### src/hw/rtl/scanline_run_extractor_defines.svh
// Assertion macros shared by the scanline run extractor RTL.
// Every macro expects i_clk and i_rst_n to be visible in the module that uses it.
`ifndef SCANLINE_RUN_EXTRACTOR_DEFINES_SVH
`define SCANLINE_RUN_EXTRACTOR_DEFINES_SVH

// Same-cycle implication, switched off while reset is held.
`define SRE_ASSERT_IMP(label, ante, cons, msg) \
    label: assert property (@(posedge i_clk) disable iff (!i_rst_n) (ante) |-> (cons)) \
        else $error(msg);

// Next-cycle implication, switched off while reset is held.
`define SRE_ASSERT_NXT(label, ante, cons, msg) \
    label: assert property (@(posedge i_clk) disable iff (!i_rst_n) (ante) |=> (cons)) \
        else $error(msg);

`endif

### src/hw/rtl/sre_pkg.sv
// Package for the scanline run extractor: field widths, payload structs and queue sizing.
// No dependencies.
package sre_pkg;

    // Longest scanline in pixels; a pixel at column MAX_WIDTH-1 always ends its line.
    localparam int MAX_WIDTH   = 4096;
    localparam int COL_W       = $clog2(MAX_WIDTH);

    // Widths of the payload fields.
    localparam int ROW_W       = 12;
    localparam int START_W     = 12;
    localparam int END_W       = 13;
    localparam int TOTAL_W     = 32;

    // Result queue sizing: each pixel can give at most two results.
    localparam int QUEUE_DEPTH = 4;
    localparam int QPTR_W      = $clog2(QUEUE_DEPTH);
    localparam int COUNT_W     = $clog2(QUEUE_DEPTH + 1);

    // One pixel request.
    typedef struct packed {
        logic             pixel;
        logic [ROW_W-1:0] row;
        logic             line_end;
    } t_pixel_in;

    // One result request.
    typedef struct packed {
        logic               run_valid;
        logic [ROW_W-1:0]   run_row;
        logic [START_W-1:0] run_start;
        logic [END_W-1:0]   run_end;
        logic [END_W-1:0]   run_length;
        logic               line_done;
        logic [TOTAL_W-1:0] black_total;
    } t_run_out;

    // Push strobes from the run logic into the result queue.
    typedef struct packed {
        logic first;
        logic second;
    } t_push;

endpackage

### src/hw/rtl/sre_outq.sv
// Four-entry result queue of the scanline run extractor; takes up to two results a cycle.
// Depends on sre_pkg and scanline_run_extractor_defines.svh.
`include "scanline_run_extractor_defines.svh"

module sre_outq import sre_pkg::*; (
    input  logic     i_clk,
    input  logic     i_rst_n,
    input  t_push    i_push,
    input  t_run_out i_res0,
    input  t_run_out i_res1,
    output logic     o_room,
    output logic     o_out_valid,
    input  logic     i_out_stall,
    output t_run_out o_out_data
);

    t_run_out            r_mem [QUEUE_DEPTH];
    logic [QPTR_W-1:0]   r_wptr;
    logic [QPTR_W-1:0]   r_rptr;
    logic [COUNT_W-1:0]  r_count;
    logic [QPTR_W-1:0]   n_wptr;
    logic [COUNT_W-1:0]  n_count;
    logic [1:0]          push_num;
    logic                pop;

    // Handshake on the output side.
    assign o_out_valid = (r_count != '0);
    assign o_out_data  = r_mem[r_rptr];
    assign pop         = o_out_valid && !i_out_stall;

    // Room for a pair of results keeps the input side free of partial pushes.
    assign o_room = (r_count <= COUNT_W'(QUEUE_DEPTH - 2));

    // Pointer and fill arithmetic.
    always_comb begin
        push_num = {1'b0, i_push.first} + {1'b0, i_push.second};
        n_wptr   = r_wptr + QPTR_W'(push_num);
        n_count  = r_count + COUNT_W'(push_num) - COUNT_W'(pop);
    end

    // Control registers.
    always_ff @(posedge i_clk) begin
        if (!i_rst_n) begin
            r_wptr  <= '0;
            r_rptr  <= '0;
            r_count <= '0;
        end else begin
            r_wptr  <= n_wptr;
            r_count <= n_count;
            if (pop) begin
                r_rptr <= r_rptr + QPTR_W'(1);
            end
        end
    end

    // Entry storage; the second result goes behind the first.
    always_ff @(posedge i_clk) begin
        if (i_push.first) begin
            r_mem[r_wptr] <= i_res0;
        end
        if (i_push.second) begin
            r_mem[r_wptr + QPTR_W'(1)] <= i_res1;
        end
    end

    `SRE_ASSERT_IMP(a_push_with_room, i_push.first || i_push.second, r_count <= COUNT_W'(QUEUE_DEPTH - 2), "result pushed without room for a pair")
    `SRE_ASSERT_IMP(a_second_after_first, i_push.second, i_push.first, "second result pushed without a first")
    `SRE_ASSERT_NXT(a_single_push_count, i_push.first && !i_push.second && !pop, r_count == $past(r_count) + COUNT_W'(1), "queue fill lost a single push")

endmodule

### src/hw/rtl/sre_core.sv
// Pixel register and per-pixel run decision of the scanline run extractor.
// Depends on sre_pkg; feeds up to two results a cycle into the result queue.
module sre_core import sre_pkg::*; (
    input  logic      i_clk,
    input  logic      i_rst_n,
    input  logic      i_in_valid,
    output logic      o_in_stall,
    input  t_pixel_in i_in_data,
    input  logic      i_room,
    output t_push     o_push,
    output t_run_out  o_res0,
    output t_run_out  o_res1
);

    // Pixel register.
    logic               r_in_valid;
    t_pixel_in          r_in;

    // Per-line state and the running total.
    logic [COL_W-1:0]   r_col;
    logic               r_held;
    logic               r_in_black;
    logic               r_skip;
    logic               r_run_open;
    logic [ROW_W-1:0]   r_open_row;
    logic [COL_W-1:0]   r_open_start;
    logic [TOTAL_W-1:0] r_total;

    logic [COL_W-1:0]   n_col;
    logic               n_held;
    logic               n_in_black;
    logic               n_skip;
    logic               n_run_open;
    logic [ROW_W-1:0]   n_open_row;
    logic [COL_W-1:0]   n_open_start;
    logic [TOTAL_W-1:0] n_total;

    logic               proc;
    logic               last;
    logic [COL_W-1:0]   w;
    logic [END_W-1:0]   wend;
    logic               judge_emit;
    logic               end_emit;
    t_run_out           judge_res;
    t_run_out           end_res;
    t_run_out           marker;

    // The pixel register advances whenever the queue can take a pair of results.
    assign proc       = r_in_valid && i_room;
    assign o_in_stall = r_in_valid && !i_room;
    assign w          = r_col - COL_W'(1);

    // Judge the held column with the new pixel as lookahead, then handle the line end.
    always_comb begin
        n_col        = r_col;
        n_held       = r_held;
        n_in_black   = r_in_black;
        n_skip       = r_skip;
        n_run_open   = r_run_open;
        n_open_row   = r_open_row;
        n_open_start = r_open_start;
        n_total      = r_total;
        judge_emit   = 1'b0;
        end_emit     = 1'b0;
        last         = r_in.line_end || ({1'b0, r_col} >= (COL_W + 1)'(MAX_WIDTH - 1));
        wend         = '0;
        judge_res    = '0;
        end_res      = '0;
        marker       = '0;

        if (proc) begin
            // Columns from one onwards are judged once their right neighbour is here.
            if (r_col >= COL_W'(2)) begin
                if (r_skip) begin
                    n_skip = 1'b0;
                end else if (r_held) begin
                    if (!r_in_black && !r_in.pixel) begin
                        // Lone black pixel: ignored.
                        n_skip = 1'b1;
                    end else begin
                        n_total    = r_total + TOTAL_W'(1);
                        n_in_black = 1'b1;
                        if (!r_run_open) begin
                            n_run_open   = 1'b1;
                            n_open_row   = r_in.row;
                            n_open_start = w;
                        end
                    end
                end else if (r_in_black) begin
                    if (r_in.pixel) begin
                        // One-pixel white gap: bridged.
                        n_skip = 1'b1;
                    end else begin
                        n_in_black = 1'b0;
                        // A one-pixel run stays open and its start carries over.
                        if (r_open_start != (w - COL_W'(1)) && r_run_open) begin
                            judge_emit = 1'b1;
                            n_run_open = 1'b0;
                        end
                    end
                end
            end

            judge_res.run_valid   = 1'b1;
            judge_res.run_row     = r_open_row;
            judge_res.run_start   = START_W'(r_open_start);
            judge_res.run_end     = END_W'(w) + END_W'(1);
            judge_res.run_length  = judge_res.run_end - END_W'(r_open_start);
            judge_res.black_total = n_total;

            // Closing column at line end: one further on if the last judge set a skip.
            if (n_skip) begin
                wend = END_W'(r_col) + END_W'(1);
            end else if (r_col == '0) begin
                wend = END_W'(1);
            end else begin
                wend = END_W'(r_col);
            end
            end_emit = last && n_in_black && n_run_open
                       && (END_W'(n_open_start) != (wend - END_W'(1)));

            end_res.run_valid   = 1'b1;
            end_res.run_row     = n_open_row;
            end_res.run_start   = START_W'(n_open_start);
            end_res.run_end     = wend + END_W'(1);
            end_res.run_length  = end_res.run_end - END_W'(n_open_start);
            end_res.black_total = n_total;

            marker.line_done   = 1'b1;
            marker.black_total = n_total;

            // Next column, or a fresh line after the marker.
            if (last) begin
                n_col        = '0;
                n_held       = 1'b0;
                n_in_black   = 1'b0;
                n_skip       = 1'b0;
                n_run_open   = 1'b0;
                n_open_row   = '0;
                n_open_start = '0;
            end else begin
                n_held = r_in.pixel;
                n_col  = r_col + COL_W'(1);
            end
        end
    end

    // Order the results of this pixel: a closed run first, the line marker behind it.
    always_comb begin
        o_push.first  = proc && (judge_emit || end_emit || last);
        o_push.second = proc && (judge_emit || end_emit) && last;
        if (judge_emit) begin
            o_res0 = judge_res;
        end else if (end_emit) begin
            o_res0 = end_res;
        end else begin
            o_res0 = marker;
        end
        o_res1 = marker;
    end

    // Pixel register handshake.
    always_ff @(posedge i_clk) begin
        if (!i_rst_n) begin
            r_in_valid <= 1'b0;
        end else if (!o_in_stall) begin
            r_in_valid <= i_in_valid;
        end
    end

    always_ff @(posedge i_clk) begin
        if (!o_in_stall && i_in_valid) begin
            r_in <= i_in_data;
        end
    end

    // Run state.
    always_ff @(posedge i_clk) begin
        if (!i_rst_n) begin
            r_col        <= '0;
            r_held       <= 1'b0;
            r_in_black   <= 1'b0;
            r_skip       <= 1'b0;
            r_run_open   <= 1'b0;
            r_open_row   <= '0;
            r_open_start <= '0;
            r_total      <= '0;
        end else begin
            r_col        <= n_col;
            r_held       <= n_held;
            r_in_black   <= n_in_black;
            r_skip       <= n_skip;
            r_run_open   <= n_run_open;
            r_open_row   <= n_open_row;
            r_open_start <= n_open_start;
            r_total      <= n_total;
        end
    end

endmodule

### src/hw/rtl/scanline_run_extractor.sv
// Scanline run extractor: takes one binary pixel request per cycle and gives black runs
// (row, start, end, length) and a marker after every scanline, with a wrapping count of
// black pixels. A pixel is registered, judged from the pixel register, and its results land
// in a four-entry queue. Pixels go in at one per cycle while the queue has room for a pair;
// the output side delivers one request per cycle when not stalled, so the line end, which
// can give two results, may hold the input when the queue is nearly full. Depends on
// sre_pkg, sre_core and sre_outq.
module scanline_run_extractor import sre_pkg::*; (
    input  logic      i_clk,
    input  logic      i_rst_n,
    input  logic      i_in_valid,
    output logic      o_in_stall,
    input  t_pixel_in i_in_data,
    output logic      o_out_valid,
    input  logic      i_out_stall,
    output t_run_out  o_out_data
);

    t_push    push;
    t_run_out res0;
    t_run_out res1;
    logic     room;

    // Run decision.
    sre_core u_core (
        .i_clk      (i_clk),
        .i_rst_n    (i_rst_n),
        .i_in_valid (i_in_valid),
        .o_in_stall (o_in_stall),
        .i_in_data  (i_in_data),
        .i_room     (room),
        .o_push     (push),
        .o_res0     (res0),
        .o_res1     (res1)
    );

    // Result queue.
    sre_outq u_outq (
        .i_clk       (i_clk),
        .i_rst_n     (i_rst_n),
        .i_push      (push),
        .i_res0      (res0),
        .i_res1      (res1),
        .o_room      (room),
        .o_out_valid (o_out_valid),
        .i_out_stall (i_out_stall),
        .o_out_data  (o_out_data)
    );

endmodule

### config.mk
export PLATFORM = sky130hd
export DESIGN_NAME = scanline_run_extractor
export DESIGN_NICKNAME = d
export VERILOG_FILES = /design/src/hw/rtl/sre_pkg.sv /design/src/hw/rtl/sre_outq.sv /design/src/hw/rtl/sre_core.sv /design/src/hw/rtl/scanline_run_extractor.sv
export VERILOG_INCLUDE_DIRS = /design/src /design/src/hw/rtl
export SDC_FILE = /design/constraint.sdc
export NUM_CORES = 1
export LEC_CHECK = 0
export BUFFER_PORTS_ARGS = -buffer_cell sky130_fd_sc_hd__buf_2
export CORE_MARGIN = 5
export CORE_UTILIZATION = 57
export DETAILED_ROUTE_END_ITERATION = 12
export HOLD_SLACK_MARGIN = 0.02
export PLACE_DENSITY = 0.85
export SYNTH_ARGS = -nofsm -noshare
export SYNTH_HDL_FRONTEND = slang
export SYNTH_HIERARCHICAL = 1
export SYNTH_SLANG_ARGS = --single-unit
### constraint.sdc
create_clock -name i_clk -period 10.05 [get_ports i_clk]
set_input_delay 1.005 -clock i_clk [delete_from_list [all_inputs] [get_ports i_clk]]
set_output_delay 1.005 -clock i_clk [all_outputs]
set_load 0.1 [all_outputs]
==> reports/qor.yml <==
status: "completed"
yosys.area.top_type: "edfxtp_1"
yosysMostFrequentCell: "edfxtp_1"
synthFlopType: "edfxtp_1"
synth_compound_area_share_pct: 7.367
grt_pass1_wl_um: 95990
max_cap_violations: 0
ys_async_sr_fraction_pct: 0
dieArea_sq_mm: 0.04971
grt_pass1_vias: 16847
areaGrowthSynthToFinish_pct: 7.149
fmax_ghz: 0.1332
synth-xor-area-share_pct: 4.642
peakVddDrop_v: 0.0001888
synth_fa_ha_area_share_pct: 2.168
synthTopCellsByArea: "edfxtp_1, mux2_2, mux4_2"
drt.antenna.violating_nets: 0
whs_path_depth: 2
ys_seq_area_share_pct: 47.01
ys_ff_latch: 432
portBuffers: 103
viasPerCell: 6.137
place_congestion: 0.9516
firstDrtPassIters: 6
seq_power_share_pct: 38.8
fin_ws_ns: 2.540
end_kind: "flop"
critical_path_peak_fanout: 59
avgSynthCellArea_sq_um: 12.67
place_hpwl_um: 39590
rr_startpoint: "u_core/r_col[0]"
synth_top_area_share_pct: 40.66
drtIter0Drc: 1584
htree_num_levels: 2
numCtsBuffers: 45
setup_viol: 0
p_per_area_mw_per_mm2: 189.2
yosysUniqueCellTypes: 90
r2r_slack_ns: 2.54
cts_tree: "built"
drt-total-wl_um: 61570
crit_type: "flop to flop"
drv_slew: 0
clk_pin_slew_worst_paths_ns: 0.06
ctsHoldBuffers: 0
skew_ns: 0.01614
hp-class: "flop to flop"
initial_core_util_pct: 57.33
clockBufferDepth: 3
hold_viol: 0
pwr-share-comb_pct: 30.6
synth_mux_area_share_pct: 23.48
maxSlewHeadroom_pct: 17.02
drc: 0
root_buffer: "clkbuf_16"
vias: 16546
clkSinkCount: 432
antennaDiodeCount: 0
rr_endpoint: "u_outq/r_mem[1][57]"
post_cts_buffers: 0
routedWlPerCell_um: 22.84
critical_path_required_ns: 10.35
p_leak_uw: 0.009979
p_clk_share_pct: 30.6
start_kind: "flop"
pre_cts_ws_ns: 2.719
fp.dieW_um: 223.0
synthCells: 2041
rsz0062_at_grt: "no"
ioPinCount: 104
finalSetupTns_ns: 0
synth_top_family_by_area: "multiplexers"
syn_area_sq_mm: 0.02585
ys_top_cells_by_count: "edfxtp_1, mux2_2, buf_4, mux2_1, nand2_1"
antenna_found_initial: 0
synthSimpleGateAreaFrac_pct: 8.940
grtUsageTotal_pct: 24.26
layout_min_cycle_time_ns: 7.510
num_rows: 78
cp.arrival_ns: 7.81
grt-ovfl-total: 0
switchingPower_uw: 1965
grt_start_max_net_pins: 83
core_area_sq_mm: 0.04509
hold_start: "u_outq/r_rptr[1]"
yosys_warnings: 6
worst_slew_pin_slew_ns: 1.245
switching_share_pct: 37.50
cts_resized: 0
ff2ff_path_depth: 20
fin_crit_sh_pct: 74.72
die_y_um: 223.0
synth_enable_flop_cells: 350
power.internal_uw: 3275
drive_gt1_share_pct: 27.43
clkLatencyLatePin_ns: 0.57
fin_nets: 2121
how the worst max path moves through the flow:
stage,startpoint,endpoint,slack [ns],cells past startpoint
CTS,u_core/r_col[0],u_outq/r_mem[1][2],2.65,20
global route,u_core/r_col[0],u_outq/r_mem[1][2],2.26,20
global placement,u_core/r_col[0],u_outq/r_mem[1][2],2.87,20
detailed placement,u_core/r_col[0],u_outq/r_mem[1][2],2.72,20
finish,u_core/r_col[0],u_outq/r_mem[1][57],2.54,20
floorplan,u_core/r_col[0],u_outq/r_mem[0][0],0.34,15
metrics by stage:
step | total power (uW) | area (sq um) | std cells | utilization, % | hold slack, ns
2_1_floorplan | 3424 | 26040 | 2091 | - | 0.4451
3_3_place_gp | 3651 | 26270 | 2613 | 58.27 | 0.4446
3_5_place_dp | 3669 | 26270 | 2613 | 58.27 | 0.4568
4_1_cts | 5269 | 27700 | 2696 | 61.43 | 0.4707
5_1_grt | 5430 | 27700 | 2696 | 61.43 | 0.5039
6_report | 5241 | 27700 | 2696 | 61.43 | 0.4721
cells by family after synthesis:
family                     Yosys count
muxes                              435
DFF                                432
and+or+nand+nor                    432
buffers and inverters              289
AOI/OAI and AO/OA                  276
xor gates and xnor gates           133
adders and majority gates           43
other                                1
flip-flops by register name (all words and copies together) (netlist names), 2 cells and up, named ones only:
| register | count |
|---|---|
| u_outq/r_mem | 336 |
| u_core/r_col | 12 |
| u_core/r_in | 14 |
| u_core/r_open_start | 12 |
| u_core/r_open_row | 12 |
| u_core/r_total | 32 |
| u_outq/r_count | 3 |
| u_outq/r_rptr | 2 |
| u_outq/r_wptr | 2 |
routing by layer:
metal | routed length (um) | vias up | part of all wire (%) | GRT usage, %
li1 | - | 7613 | - | -
met1 | 25670 | 8232 | 42 | 32.67
met2 | 30140 | 583 | 49 | 40.61
met3 | 4062 | 118 | 6.6 | 4.276
met4 | 1696 | 0 | 2.8 | 7.273
met5 | 0 | - | 0 | 0
cell type report:
class	instances	area [sq um]
clock inverter	20	151.4
fill	3309	17390
clock buffer	63	1275
sequential	432	12160
timing repair buffer	128	728.2
tap	600	750.7
multi-input combinational	1370	12320
inverter	83	311.5
power by group through the flow:
stage | clock [uW] | sequential, uW | combinational (uW)
finish | 1600 | 2030 | 1600
detailed placement | 0 | 2070 | 1600
global placement | 0 | 2070 | 1580
global route | 1710 | 2040 | 1680
CTS | 1630 | 2040 | 1600
floorplan | 0 | 2020 | 1400
worst max-delay path, stage by stage (launching register included):
cell and delay (ns):
dfxtp_1 0.72, inv_1 0.32, ha_1 0.31, nor4_4 0.24
nand4_4 0.25, mux2i_4 0.33, and3_1 0.24, a21oi_1 0.23
ha_1 0.29, nand2_1 0.08, o32ai_2 0.36, o2111ai_1 0.24
xor2_1 0.21, a32o_1 0.30, o2111ai_2 0.20, o21ai_2 0.10
a21oi_1 0.55, nor2b_1 0.39, and2_4 1.03, buf_4 0.45
mux2_4 0.34
placed cells by master (no fill, tap or decap), drive strengths merged, types with 35 or more instances in the layout:
master    n
o21ai    66
nor2     80
clkbuf   63
or3      36
edfxtp  350
mux2    341
and2     45
dfxtp    82
mux4     84
a21oi    50
conb     51
nand3    35
buf     128
inv      84
xnor2    80
xor2     51
nor3     37
nand2    86
o22ai    37
ha       40
Note: power is estimated with default switching activity, not from simulation.
